`src/rtl/tdl_pkg.sv`:
```
package tdl_pkg;

    // Tree size and lifting depth
    localparam int NODES      = 1024;
    localparam int LOG_LEVELS = 10;

    localparam int NODE_W    = $clog2(NODES);
    localparam int LEVEL_W   = NODE_W;
    localparam int DIST_W    = LEVEL_W + 1;
    localparam int IDX_W     = $clog2(LOG_LEVELS);
    localparam int ANC_DEPTH = NODES * LOG_LEVELS;
    localparam int ANC_AW    = $clog2(ANC_DEPTH);

    localparam logic [IDX_W-1:0]   IDX_ONE   = IDX_W'(1);
    localparam logic [IDX_W-1:0]   IDX_TOP   = IDX_W'(LOG_LEVELS - 1);
    localparam logic [LEVEL_W-1:0] LEVEL_MAX = LEVEL_W'(NODES - 1);

    // Item kinds
    localparam logic KIND_LOAD  = 1'b0;
    localparam logic KIND_QUERY = 1'b1;

    // One ancestor table entry: a node and whether it exists
    typedef struct packed {
        logic              ok;
        logic [NODE_W-1:0] node;
    } t_anc_entry;

    // Controller states
    typedef enum logic [4:0] {
        ST_IDLE,
        ST_LD_LVL,
        ST_LD_FIRST,
        ST_LD_RD,
        ST_LD_WR,
        ST_Q_LA,
        ST_Q_LB,
        ST_Q_ORD,
        ST_LIFT,
        ST_LIFT_TAKE,
        ST_CMP,
        ST_JU,
        ST_JV,
        ST_JT,
        ST_P0,
        ST_P1,
        ST_FIN
    } t_state;

    // Datapath register operations
    typedef enum logic [3:0] {
        OP_NONE,
        OP_CAPTURE,
        OP_LD_FIRST,
        OP_LD_NEXT,
        OP_Q_LU,
        OP_Q_ORDER,
        OP_LIFT_TAKE,
        OP_CMP_EQ,
        OP_NOT_FOUND,
        OP_J_EU,
        OP_J_STEP,
        OP_P1,
        OP_FIN
    } t_dp_op;

    // Lifting index updates
    typedef enum logic [2:0] {
        IX_HOLD,
        IX_ONE,
        IX_INC,
        IX_DEC,
        IX_TOP
    } t_idx_op;

    // Ancestor table read address sources
    typedef enum logic [1:0] {
        AS_PREV,
        AS_U,
        AS_V,
        AS_U0
    } t_anc_src;

    // Level memory read address sources
    typedef enum logic [1:0] {
        LS_A,
        LS_B,
        LS_U,
        LS_ANC
    } t_lvl_src;

    typedef struct packed {
        t_dp_op   op;
        t_idx_op  idx_op;
        logic     anc_rd_en;
        t_anc_src anc_src;
        logic     lvl_rd_en;
        t_lvl_src lvl_src;
    } t_dp_cmd;

    typedef struct packed {
        logic idx_zero;
        logic idx_last;
        logic diff_bit;
        logic rd_ok;
        logic cur_ok;
        logic u_eq_v;
        logic out_free;
    } t_dp_status;

    // Flat address of entry idx in the row of node
    function automatic logic [ANC_AW-1:0] anc_addr(input logic [NODE_W-1:0] node,
                                                   input logic [IDX_W-1:0]  idx);
        return ANC_AW'(node) * ANC_AW'(LOG_LEVELS) + ANC_AW'(idx);
    endfunction

endpackage

```
`src/rtl/tdl_ctrl.sv`:
```
module tdl_ctrl
    import tdl_pkg::*;
(
    input  logic       i_clk,
    input  logic       i_rst_n,
    input  logic       i_valid,
    input  logic       i_kind,
    input  t_dp_status i_status,
    output logic       o_stall,
    output t_dp_cmd    o_cmd
);

    t_state r_state;
    t_state n_state;

    // State register
    always_ff @(posedge i_clk) begin
        if (!i_rst_n) begin
            r_state <= ST_IDLE;
        end else begin
            r_state <= n_state;
        end
    end

    // Next state
    always_comb begin
        n_state = r_state;
        unique case (r_state)
            ST_IDLE: begin
                if (i_valid) begin
                    n_state = (i_kind == KIND_QUERY) ? ST_Q_LA : ST_LD_LVL;
                end
            end
            ST_LD_LVL:   n_state = ST_LD_FIRST;
            ST_LD_FIRST: n_state = (LOG_LEVELS > 1) ? ST_LD_RD : ST_IDLE;
            ST_LD_RD:    n_state = ST_LD_WR;
            ST_LD_WR:    n_state = i_status.idx_last ? ST_IDLE : ST_LD_RD;
            ST_Q_LA:     n_state = ST_Q_LB;
            ST_Q_LB:     n_state = ST_Q_ORD;
            ST_Q_ORD:    n_state = ST_LIFT;
            ST_LIFT: begin
                if (i_status.diff_bit) begin
                    n_state = ST_LIFT_TAKE;
                end else if (i_status.idx_zero) begin
                    n_state = ST_CMP;
                end
            end
            ST_LIFT_TAKE: begin
                n_state = (!i_status.rd_ok || i_status.idx_zero) ? ST_CMP : ST_LIFT;
            end
            ST_CMP: begin
                if (!i_status.cur_ok || i_status.u_eq_v) begin
                    n_state = ST_FIN;
                end else begin
                    n_state = ST_JU;
                end
            end
            ST_JU: n_state = ST_JV;
            ST_JV: n_state = ST_JT;
            ST_JT: n_state = i_status.idx_zero ? ST_P0 : ST_JU;
            ST_P0: n_state = ST_P1;
            ST_P1: n_state = ST_FIN;
            ST_FIN: begin
                if (i_status.out_free) begin
                    n_state = ST_IDLE;
                end
            end
            default: n_state = ST_IDLE;
        endcase
    end

    // Commands to the datapath
    always_comb begin
        o_cmd           = '0;
        o_cmd.op        = OP_NONE;
        o_cmd.idx_op    = IX_HOLD;
        o_cmd.anc_src   = AS_U;
        o_cmd.lvl_src   = LS_A;
        o_stall         = (r_state != ST_IDLE);
        unique case (r_state)
            ST_IDLE: begin
                if (i_valid) begin
                    o_cmd.op = OP_CAPTURE;
                end
            end
            ST_LD_LVL: begin
                o_cmd.lvl_rd_en = 1'b1;
                o_cmd.lvl_src   = LS_B;
            end
            ST_LD_FIRST: begin
                o_cmd.op     = OP_LD_FIRST;
                o_cmd.idx_op = IX_ONE;
            end
            ST_LD_RD: begin
                o_cmd.anc_rd_en = 1'b1;
                o_cmd.anc_src   = AS_PREV;
            end
            ST_LD_WR: begin
                o_cmd.op     = OP_LD_NEXT;
                o_cmd.idx_op = IX_INC;
            end
            ST_Q_LA: begin
                o_cmd.lvl_rd_en = 1'b1;
                o_cmd.lvl_src   = LS_A;
            end
            ST_Q_LB: begin
                o_cmd.op        = OP_Q_LU;
                o_cmd.lvl_rd_en = 1'b1;
                o_cmd.lvl_src   = LS_B;
            end
            ST_Q_ORD: begin
                o_cmd.op     = OP_Q_ORDER;
                o_cmd.idx_op = IX_TOP;
            end
            ST_LIFT: begin
                if (i_status.diff_bit) begin
                    o_cmd.anc_rd_en = 1'b1;
                    o_cmd.anc_src   = AS_U;
                end else if (!i_status.idx_zero) begin
                    o_cmd.idx_op = IX_DEC;
                end
            end
            ST_LIFT_TAKE: begin
                o_cmd.op = OP_LIFT_TAKE;
                if (i_status.rd_ok && !i_status.idx_zero) begin
                    o_cmd.idx_op = IX_DEC;
                end
            end
            ST_CMP: begin
                if (!i_status.cur_ok) begin
                    o_cmd.op = OP_NOT_FOUND;
                end else if (i_status.u_eq_v) begin
                    o_cmd.op        = OP_CMP_EQ;
                    o_cmd.lvl_rd_en = 1'b1;
                    o_cmd.lvl_src   = LS_U;
                end else begin
                    o_cmd.idx_op = IX_TOP;
                end
            end
            ST_JU: begin
                o_cmd.anc_rd_en = 1'b1;
                o_cmd.anc_src   = AS_U;
            end
            ST_JV: begin
                o_cmd.op        = OP_J_EU;
                o_cmd.anc_rd_en = 1'b1;
                o_cmd.anc_src   = AS_V;
            end
            ST_JT: begin
                o_cmd.op = OP_J_STEP;
                if (!i_status.idx_zero) begin
                    o_cmd.idx_op = IX_DEC;
                end
            end
            ST_P0: begin
                o_cmd.anc_rd_en = 1'b1;
                o_cmd.anc_src   = AS_U0;
            end
            ST_P1: begin
                o_cmd.op        = OP_P1;
                o_cmd.lvl_rd_en = 1'b1;
                o_cmd.lvl_src   = LS_ANC;
            end
            ST_FIN: begin
                if (i_status.out_free) begin
                    o_cmd.op = OP_FIN;
                end
            end
            default: o_cmd.op = OP_NONE;
        endcase
    end

endmodule

```
`config.mk`:
```
export PLATFORM = sky130hd
export DESIGN_NAME = tdl_ctrl
export DESIGN_NICKNAME = d
export VERILOG_FILES = /design/src/rtl/tdl_pkg.sv /design/src/rtl/tdl_ctrl.sv
export SDC_FILE = /design/constraint.sdc
export NUM_CORES = 1
export LEC_CHECK = 0
export BUFFER_PORTS_ARGS = -buffer_cell sky130_fd_sc_hd__buf_4
export CAP_MARGIN = 20
export CORE_AREA = 5 5 45 47
export DETAILED_ROUTE_END_ITERATION = 6
export DIE_AREA = 0 0 50 52
export GPL_TIMING_DRIVEN = 0
export PLACE_DENSITY = 0.84
export SETUP_SLACK_MARGIN = 0.15
export SLEW_MARGIN = 5
export SYNTH_ARGS = -nofsm -noshare
export SYNTH_HDL_FRONTEND = slang
export SYNTH_SLANG_ARGS = --single-unit
```
`constraint.sdc`:
```
create_clock -name i_clk -period 2.15 [get_ports i_clk]
set_input_delay 0.43 -clock i_clk [delete_from_list [all_inputs] [get_ports i_clk]]
set_output_delay 0.43 -clock i_clk [all_outputs]
set_load 0.1 [all_outputs]
```
==> metrics.md, run 1 <==
| Metric | Value |
|---|---|
| Status | `did not finish` |
| Last stage reached | `global routing (5_1_grt)` |
| Log Error | `[ERROR DPL-0033] detailed placement checks failed during check placement.` |
| Synth warnings | `0` |
| Register bit total from synthesis | `5` |
| Total I/O pin count | `25` |
| Port bufs | `24` |
| HPWL Detailed | `1.84 mm` |
| Starting density of the core | `0.450` |
| Post-synthesis sequential area ratio | `0.138` |
| Syn nets | `119` |
| Die Span X | `50 um` |
| Root Buffer Master | `clkbuf_4` |
| Worst setup endpoint GRT | `o_cmd[7]` |
| Syn Inst Count | `108` |
| Max Root-Sink Buffers | `2` |
| Pre-CTS WS | `-0.0894 ns` |
| Post-CTS Hold Fix Bufs | `0` |
| Die Ht | `52 um` |
| Kind of the worst endpoint | `top-level output` |
| Clk sinks | `5` |
| Cell row count | `15` |
| Syn avg cell area | `6.72 um2` |
| Synthesized cell area | `726 um2` |
| TritonCTS buffer count | `3` |
| Yosys cell types | `43` |
| Placer Congestion | `0.877` |
| Largest net degree at the start of global routing | `11` |
| Instance area at placement | `0.00108 mm2` |
| H-tree lvl count | `1` |
| Initial antenna violation count | `0` |
==> metrics by stage <==
stage	hold WS [ns]	cells
3_3_place_gp	0.725	149
2_1_floorplan	0.573	108
4_1_cts	0.453	164
3_5_place_dp	0.726	149
==> timing repair <==
action / in CTS
endpoints found under the setup margin: 13
gates resized for setup: 64
buffers inserted: 11
pin swaps: 11
==> cell families after synthesis <==
group | after synthesis | synth area share
AO/OA/AOI/OAI | 37 | 0.345
flip-flops | 5 | 0.138
multiplexers | 2 | 0.0276
AND/OR/NAND/NOR | 49 | 0.384
buffers and inverters | 15 | 0.105
==> cells in the mapped netlist, drive strengths merged <==
library cell,number,share of area
nor2,13,0.071
o21ai,10,0.069
buf,9,0.074
a21oi,8,0.055
nand2,6,0.031
dfxtp,5,0.14
inv,5,0.026
nand2b,5,0.043
nor3,5,0.041
nand4,4,0.034
a31oi,3,0.034
nand3,3,0.021
nor2b,3,0.026
nor3b,3,0.038
a21boi,2,0.021
a21o,2,0.021
mux2i,2,0.028
nor4,2,0.017
o32ai,2,0.024
a211oi,1,0.017
a2bb2oi,1,0.012
a32o,1,0.014
a32oi,1,0.012
and2,1,0.0086
and3b,1,0.012
clkbuf,1,0.0052
nand3b,1,0.010
nand4bb,1,0.016
o2111ai,1,0.012
o21a,1,0.010
o21bai,1,0.010
o22ai,1,0.0086
o311ai,1,0.012
o31a,1,0.012
or3,1,0.016
==> run 2: changes to the inputs <==
CORE_AREA = 5 5 66 68   (was 5 5 45 47)
DIE_AREA = 0 0 71 73   (was 0 0 50 52)
PLACE_DENSITY = unset   (was 0.84)
PLACE_DENSITY_LB_ADDON = 0.15   (was unset)
SETUP_SLACK_MARGIN = unset   (was 0.15)
==> metrics.md, run 2 <==
| Metric | Value |
|---|---|
| Synth warnings | `0` |
| Largest fanout on the critical path | `10` |
| Sw Pwr | `845 uW` |
| Root Buffer Master | `clkbuf_8` |
| Comb power frac | `0.798` |
| Maximum clock frequency | `0.479 GHz` |
| Commonest cells after routing, fill and taps aside | `18 x buf_4, 11 x nor2_1, 10 x buf_6, 6 x nand2_1, 6 x a21oi_1` |
| Residual DRC | `0` |
| Post-synth top area share | `0.138` |
| Fin util | `0.331` |
| Syn nets | `119` |
| Initial antenna violation count | `0` |
| Clock transition at path regs | `0.03 ns` |
| Post-synthesis sequential area ratio | `0.138` |
| Final wirelength | `2.75 mm` |
| CTS tree | `yes` |
| Top Registers | `r_state x5` |
| Syn Inst Count | `108` |
| Worst reg2reg path depth | `5` |
| Sw Ratio | `0.579` |
| Main synth FF type | `dfxtp_1` |
| Register name with the most flops | `r_state` |
| Hold Path Sink | `r_state[3]$_SDFFE_PN0P_` |
| Clk_skew | `0.000211 ns` |
| Layout cell share with drive strength beyond 1 | `0.464` |
| Per-cell routed wire length | `14.6 um` |
| TritonCTS buffer count | `3` |
| Port bufs | `24` |
| Die Span X | `71 um` |
| Max Root-Sink Buffers | `2` |
| Gr usage total | `0.108` |
| Crit-path leading delay family | `buffers and inverters` |
| Asr flop ratio synth | `0` |
| Final Hold Vio Count | `0` |
| ANT nets after route | `0` |
| Worst Path Required | `1.72 ns` |
| Largest cells by area after synthesis | `dfxtp_1 14%, nor2_1 6.2%, a21oi_1 5.5%` |
| Hold depth | `3` |
| Tightest Pin Transition | `0.360 ns` |
| Type of the worst setup path | `reg2out` |
| Maxcap violations | `0` |
| Pleak | `0.486 nW` |
| Total I/O pin count | `25` |
| Via count | `940` |
| Crit share post-route | `0.972` |
| Die Ht | `73 um` |
| Area Overhead vs Synth | `73.3%` |
| Slew Viols, Final | `0` |
| CP max stage delay | `0.33 ns` |
| P_int | `615 uW` |
| Reg2reg start | `r_state[0]$_SDFFE_PN0P_` |
| Vias in the first global route | `938` |
| Crit-path cells | `clkbuf_4 > nor2b_1 > mux2i_2 > o32ai_4 > buf_6` |
| HPWL Detailed | `2.09 mm` |
| Min-delay worst type | `in2reg` |
| Worst r2r dst | `r_state[0]$_SDFFE_PN0P_` |
| Core box area | `0.00380 mm2` |
| Commonest non-fill, non-tap cell in the layout | `buf_4` |
| Status | `completed` |
| DR iter-0 viols | `63` |
| Slack of the worst reg-to-reg path | `0.78 ns` |
| Final number of setup-violating endpoints | `0` |
| Cell row count | `23` |
| CP Launch Type | `register` |
| H-tree lvl count | `1` |
| Total gr overflow | `0` |
| Dominant cell by count in the synthesized netlist | `nor2_1` |
| Yosys cell types | `43` |
| Synthesized cell area | `726 um2` |
| Worst rel slew slack | `0.758` |
| EDFF count, synth | `0` |
| Starting density of the core | `0.191` |
| PD cells | `1160 mW/mm2` |
| Slowest CP cell | `dfxtp_1` |
| List of most frequent post-synthesis cells | `12 x nor2_1, 8 x a21oi_1, 7 x buf_2, 7 x o21ai_0, 6 x nand2_1` |
| Number of flip-flops in the largest register | `5` |
| Biggest area consumer among synthesized cells | `dfxtp_1` |
| Total die area | `0.00518 mm2` |
| Syn avg cell area | `6.72 um2` |
| CP Data Arrival Time | `1.66 ns` |
| Clk sinks | `5` |
| Post-CTS Hold Fix Bufs | `0` |
| Crit path time final | `2.09 ns` |
| Detailed Routing Iterations Pass 1 | `4` |
| NumNets Final | `150` |
| Placer Congestion | `0.825` |
| WP buf/inv | `2` |
| DR vias/cell | `5.00` |
| Min-delay src | `i_rst_n` |
| Max IR drop VDD | `534 uV` |
| Largest net degree at the start of global routing | `11` |
| Register bit total from synthesis | `5` |
| Inserted Diodes | `0` |
| First-pass GRT wire length | `4.60 mm` |
| Worst-skew pair later-pin latency | `0.22 ns` |
| Power Total | `1.46 mW` |
| CP endpoint kind | `primary output` |
| Part of the power in registers | `0.084` |
| Clock Power Share | `0.118` |
-- run 2: cell counts after synthesis --
Identical to the previous run, type by type.
-- run 2: cell type report --
class	instances	area (um2)
plain buffers	10	85.1
clock buffers	4	45.0
fillers	419	2540
inverters	5	18.8
multi-input cells	88	687
flip-flops and latches	5	101
well taps	50	62.6
repair buffers	26	258
-- run 2: kinds of logic after synthesis --
family	share of synthesized area
compound gates	0.345
buf+inv	0.105
flops	0.138
mux	0.0276
simple gates	0.384
-- run 2: repair_timing --
| action | in CTS | in global routing |
|---|---|---|
| pin swaps | 2 | 2 |
| gates resized for setup | 13 | 26 |
| setup endpoints to repair | 12 | 10 |
| buffers inserted | 2 | 0 |
-- run 2: worst reg2reg max path, stage by stage (launching register included) --
cell and delay (ns):
dfxtp_1 0.30, buf_6 0.14, or3_4 0.40, nor3_2 0.18, a31oi_1 0.09, a31oi_2 0.19
-- run 2: power by group through the flow --
stage	sequential, mW	clock (mW)	combinational (mW)
floorplan	0.120	0	0.848
global placement	0.122	0	1.05
detailed placement	0.122	0	1.04
CTS	0.121	0.177	1.09
global route	0.124	0.184	1.23
finish	0.122	0.172	1.17
-- run 2: worst max-delay path by stage --
stage / start / cells after the start / slack [ns] / end
floorplan: r_state[0]$_SDFFE_PN0P_ / 4 / -0.39 / o_cmd[11]
global placement: r_state[4]$_SDFFE_PN0P_ / 6 / -0.25 / o_cmd[11]
detailed placement: r_state[4]$_SDFFE_PN0P_ / 6 / -0.28 / o_cmd[11]
CTS: r_state[2]$_SDFFE_PN0P_ / 5 / 0.003 / o_cmd[5]
global route: r_state[2]$_SDFFE_PN0P_ / 6 / -0.01 / o_cmd[12]
finish: r_state[1]$_SDFFE_PN0P_ / 5 / 0.06 / o_cmd[12]
-- run 2: metrics by stage --
| step | setup WS, ns | setup TNS [ns] | std cells | hold slack (ns) | instance area (um2) |
|---|---|---|---|---|---|
| floorplan | -0.389 | -0.422 | 108 | 0.573 | 827 |
| global placement | -0.248 | -0.248 | 182 | 0.736 | 1070 |
| detailed placement | -0.281 | -0.281 | 182 | 0.742 | 1070 |
| CTS | 0.00315 | 0 | 188 | 0.510 | 1170 |
| global route | -0.0105 | -0.0197 | 188 | 0.505 | 1260 |
| finish | 0.0607 | 0 | 188 | 0.503 | 1260 |
-- run 2: metal layers --
metal,global-route usage,wire length (um),vias up
li1,-,-,459
met1,0.140,1180,440
met2,0.183,1330,37
met3,0.0303,217,4
met4,0.0167,23,0
met5,0,0,-
Power figures use the tool's default switching activity.
==> run 3: changes to the inputs <==
MAX_ROUTING_LAYER = met4   (was unset)
PLACE_DENSITY_LB_ADDON = 0.05   (was 0.15)
==> metrics.md, run 3 (synthesis results as in run 2) <==
| Metric | Value |
|---|---|
| CTS tree | `yes` |
| Port bufs | `24` |
| Placer Congestion | `0.774` |
| Clk_skew | `0.00163 ns` |
| TritonCTS buffer count | `3` |
| Unrepaired setup endpoints after global routing | `yes` |
| TNS Setup | `0 ns` |
| CP Data Arrival Time | `1.65 ns` |
| Gr usage total | `0.118` |
| Slack of the worst reg-to-reg path | `0.77 ns` |
| HPWL Detailed | `2.20 mm` |
| Inserted Diodes | `0` |
| Commonest non-fill, non-tap cell in the layout | `buf_4` |
| Number of flip-flops in the largest register | `5` |
| Worst Path Required | `1.72 ns` |
| Final worst slack | `0.0676 ns` |
| Total I/O pin count | `25` |
| Fill cells | `436` |
| Slowest CP cell | `dfxtp_1` |
| ANT nets after route | `0` |
| Final wirelength | `2.81 mm` |
| Top Registers | `r_state x5` |
| Layout cell share with drive strength beyond 1 | `0.457` |
| Per-cell routed wire length | `14.9 um` |
| H-tree lvl count | `1` |
| Detailed Routing Iterations Pass 1 | `4` |
| DR iter-0 viols | `28` |
| Pleak | `0.481 nW` |
| Maximum clock frequency | `0.480 GHz` |
| Clk sinks | `5` |
| Multi-input logic area | `678 um2` |
| Slew Viols, Final | `0` |
| Crit-path cells | `clkbuf_4 > nor2b_1 > nand4_1 > buf_4 > o311ai_2 > buf_6` |
| Max IR drop VDD | `533 uV` |
| Post-CTS Hold Fix Bufs | `0` |
| Tightest Pin Transition | `0.374 ns` |
| Finished Layout Cells | `188` |
| Residual DRC | `0` |
| CP endpoint kind | `primary output` |
| CP max stage delay | `0.33 ns` |
| Hold depth | `3` |
| Area Overhead vs Synth | `72.1%` |
| DR vias/cell | `4.91` |
| Cell row count | `23` |
| Crit share post-route | `0.969` |
| WP buf/inv | `3` |
| Clock transition at path regs | `0.03 ns` |
| Reg2reg start | `r_state[3]$_SDFFE_PN0P_` |
| Die Span X | `71 um` |
| Worst r2r dst | `r_state[1]$_SDFFE_PN0P_` |
| NumNets Final | `150` |
| Worst reg2reg path depth | `5` |
| PD cells | `1170 mW/mm2` |
| Instance area at placement | `0.00107 mm2` |
| Register area | `101 um2` |
| Total gr overflow | `0` |
| Min Hold Slack | `0.494 ns` |
| CP Launch Type | `register` |
| Core box area | `0.00380 mm2` |
| First-pass GRT wire length | `4.80 mm` |
| Min-delay src | `i_rst_n` |
| Maxcap violations | `0` |
| Largest fanout on the critical path | `10` |
| Starting density of the core | `0.191` |
| Die Ht | `73 um` |
| Commonest cells after routing, fill and taps aside | `20 x buf_4, 11 x nor2_1, 8 x buf_6, 6 x nand2_1, 6 x a21oi_1` |
| Placed insts | `182` |
| Root Buffer Master | `clkbuf_8` |
| Crit-path leading delay family | `buffers and inverters` |
| Final Hold Vio Count | `0` |
| Worst-skew pair later-pin latency | `0.22 ns` |
| Register name with the most flops | `r_state` |
| Initial antenna violation count | `0` |
| Via count | `924` |
| Max Root-Sink Buffers | `2` |
| Hold Path Sink | `r_state[3]$_SDFFE_PN0P_` |
| Type of the worst setup path | `reg2out` |
| Status | `completed` |
| Largest net degree at the start of global routing | `11` |
| Total die area | `0.00518 mm2` |
| Min-delay worst type | `in2reg` |
| Final number of setup-violating endpoints | `0` |
| Vias in the first global route | `911` |
| Post-route cell area | `0.00125 mm2` |
| Pre-CTS WS | `-0.273 ns` |
| Worst rel slew slack | `0.748` |
| Crit path time final | `2.08 ns` |
## run 3: per-stage QoR
| stage | util | power [mW] |
|---|---|---|
| after floorplan | - | 0.967 |
| after global placement | 0.282 | 1.18 |
| after detailed placement | 0.282 | 1.17 |
| after CTS | 0.312 | 1.41 |
| after global routing | 0.329 | 1.55 |
| final | 0.329 | 1.46 |
## run 3: power breakdown
part / leakage (nW) / switching [mW] / internal (mW) / total (mW)
logic: 0.417 / 0.786 / 0.380 / 1.17
clock network: 0.0228 / 0.0428 / 0.127 / 0.170
registers: 0.0414 / 0.0129 / 0.111 / 0.124
## run 3: cell type report
cell class	count	share of cell area
buffer	10	0.0621
clock buffer	4	0.0361
inverter	5	0.0150
multi-input combinational	88	0.543
sequential	5	0.0812
tap	50	0.0501
timing repair buffer	26	0.212
## run 3: worst max path at each step
stage	start	to	depth (start not counted)
2_1_floorplan	r_state[0]$_SDFFE_PN0P_	o_cmd[11]	4
3_3_place_gp	r_state[4]$_SDFFE_PN0P_	o_cmd[11]	6
3_5_place_dp	r_state[4]$_SDFFE_PN0P_	o_cmd[11]	6
4_1_cts	r_state[2]$_SDFFE_PN0P_	o_cmd[0]	6
5_1_grt	r_state[1]$_SDFFE_PN0P_	o_cmd[11]	6
6_report	r_state[1]$_SDFFE_PN0P_	o_cmd[11]	6
## run 3: what timing repair did
item | in CTS | in global routing
buffers inserted | 1 | 1
hold endpoints to repair | 0 | 0
endpoints found under the setup margin | 12 | 11
resized for setup | 19 | 17
pin swaps | 1 | 0
## run 3: per-layer routing
layer	global-route usage	part of all wire	up-vias
li1	-	-	463
met1	0.160	0.50	436
met2	0.188	0.46	25
met3	0.0193	0.040	0
met4	0.0188	0	0
met5	-	0	-
## run 3: worst register-to-register path: cells and delay by family (launching register included)
kind,cells,cell delay [ns]
AO/OA/AOI/OAI,2,0.37
flip-flops,1,0.38
AND/OR/NAND/NOR,2,0.34
buffers and inverters,1,0.21
==> run 4: changes to the inputs <==
clock period = 2 ns   (was 2.15 ns; I/O delays follow)
==> metrics.md, run 4 (synthesis results as in run 2) <==
| Metric | Value |
|---|---|
| Unrepaired setup endpoints after global routing | `yes` |
| Placed insts | `182` |
| Via count | `952` |
| Status | `completed` |
| Pleak | `0.539 nW` |
| Tightest Pin Transition | `0.298 ns` |
| Maximum clock frequency | `0.500 GHz` |
| Worst rel slew slack | `0.801` |
| Port bufs | `24` |
| Commonest non-fill, non-tap cell in the layout | `buf_4` |
| Layout cell share with drive strength beyond 1 | `0.521` |
| Hold Path Sink | `r_state[3]$_SDFFE_PN0P_` |
| Total gr overflow | `0` |
| TNS Setup | `0 ns` |
| Final wirelength | `3.01 mm` |
| Clock transition at path regs | `0.03 ns` |
| Largest fanout on the critical path | `7` |
| Initial antenna violation count | `0` |
| Die Ht | `73 um` |
| Finished Layout Cells | `194` |
| Min-delay src | `i_rst_n` |
| Maxcap violations | `0` |
| Residual DRC | `0` |
| Final worst slack | `0.000673 ns` |
| CP endpoint kind | `primary output` |
| CTS tree | `yes` |
| PD cells | `1220 mW/mm2` |
| Worst Path Required | `1.60 ns` |
| Final Hold Vio Count | `0` |
| Die Span X | `71 um` |
| Worst-skew pair later-pin latency | `0.22 ns` |
| Area Overhead vs Synth | `99.0%` |
| Cell row count | `23` |
| Inserted Diodes | `0` |
| Post-route cell area | `0.00144 mm2` |
| Min Hold Slack | `0.469 ns` |
| Fin util | `0.380` |
| Per-cell routed wire length | `15.5 um` |
| H-tree lvl count | `1` |
| First-pass GRT wire length | `4.81 mm` |
| Pre-CTS WS | `-0.430 ns` |
| Final number of setup-violating endpoints | `0` |
| Gr usage total | `0.120` |
| Slack of the worst reg-to-reg path | `0.59 ns` |
| TritonCTS buffer count | `3` |
| Worst reg2reg path depth | `5` |
| CP Data Arrival Time | `1.60 ns` |
| Number of flip-flops in the largest register | `5` |
| CP Launch Type | `register` |
| Largest net degree at the start of global routing | `11` |
| Reg2reg start | `r_state[0]$_SDFFE_PN0P_` |
| Core box area | `0.00380 mm2` |
| Vias in the first global route | `902` |
| Clk sinks | `5` |
| Crit share post-route | `1.00` |
| Total die area | `0.00518 mm2` |
| ANT nets after route | `0` |
| Slew Viols, Final | `0` |
| Instance area at placement | `0.00109 mm2` |
| DR vias/cell | `4.91` |
| Clk_skew | `0.000552 ns` |
| Root Buffer Master | `clkbuf_8` |
| Multi-input logic area | `738 um2` |
| Type of the worst setup path | `reg2out` |
| Power Total | `1.76 mW` |
| Total I/O pin count | `25` |
| NumNets Final | `156` |
| Detailed Routing Iterations Pass 1 | `4` |
| Register name with the most flops | `r_state` |
| HPWL Detailed | `2.23 mm` |
| Placer Congestion | `0.809` |
| Max IR drop VDD | `638 uV` |
| Hold depth | `3` |
| Crit path time final | `2.00 ns` |
| DR iter-0 viols | `51` |
| Register area | `109 um2` |
| Starting density of the core | `0.191` |
| Min-delay worst type | `in2reg` |
| Commonest cells after routing, fill and taps aside | `22 x buf_4, 11 x nor2_1, 9 x buf_6, 8 x buf_12` |
| Fill cells | `413` |
| Worst r2r dst | `r_state[0]$_SDFFE_PN0P_` |
| Max Root-Sink Buffers | `2` |
| Top Registers | `r_state x5` |
==> run 4: per-layer routing <==
layer	up-vias	GRT usage	wire length, um	part of all wire
met5	-	-	0	0
li1	475	-	-	-
met4	0	0.0146	0	0
met1	454	0.165	1450	0.48
met3	0	0.0289	107	0.036
met2	23	0.183	1460	0.48
==> run 4: worst max path at each step <==
stage                             from        end  slack (ns)  cells after the start
2_1_floorplan  r_state[0]$_SDFFE_PN0P_   o_cmd[1]       -0.50                      4
3_3_place_gp   r_state[4]$_SDFFE_PN0P_  o_cmd[11]       -0.42                      6
4_1_cts        r_state[0]$_SDFFE_PN0P_   o_cmd[7]     -0.0006                      7
6_report       r_state[0]$_SDFFE_PN0P_   o_cmd[7]      0.0007                      7
3_5_place_dp   r_state[4]$_SDFFE_PN0P_  o_cmd[11]       -0.43                      6
5_1_grt        r_state[0]$_SDFFE_PN0P_   o_cmd[6]       -0.05                      7
==> run 4: what timing repair did <==
| action | CTS | global route |
|---|---|---|
| gates resized for setup | 48 | 22 |
| pin swaps | 4 | 8 |
| hold buffers | 0 | 0 |
| buffers inserted | 2 | 7 |
| hold endpoints to repair | 0 | 0 |
| endpoints found under the setup margin | 12 | 11 |
==> run 4: area by class of cell <==
cell class	count	area share
sequential	5	0.0754
inverter	5	0.0130
timing repair buffer	33	0.254
buffer	9	0.0719
multi-input combinational	88	0.511
tap	50	0.0433
clock buffer	4	0.0312
==> run 4: power by group <==
part | internal (mW) | leakage, nW | total, mW | switching [mW]
sequential | 0.122 | 0.0432 | 0.138 | 0.0165
clock | 0.137 | 0.0228 | 0.183 | 0.0469
combinational | 0.537 | 0.473 | 1.44 | 0.899
total | 0.795 | 0.539 | 1.76 | 0.962
==> run 4: worst max-delay path: stages, from the launching register on <==
cell and delay (ns):
dfxtp_2 0.31, buf_6 0.14, buf_8 0.12, nand3b_1 0.13
nor3_2 0.27, o21bai_4 0.13, o21ai_4 0.08, buf_12 0.19
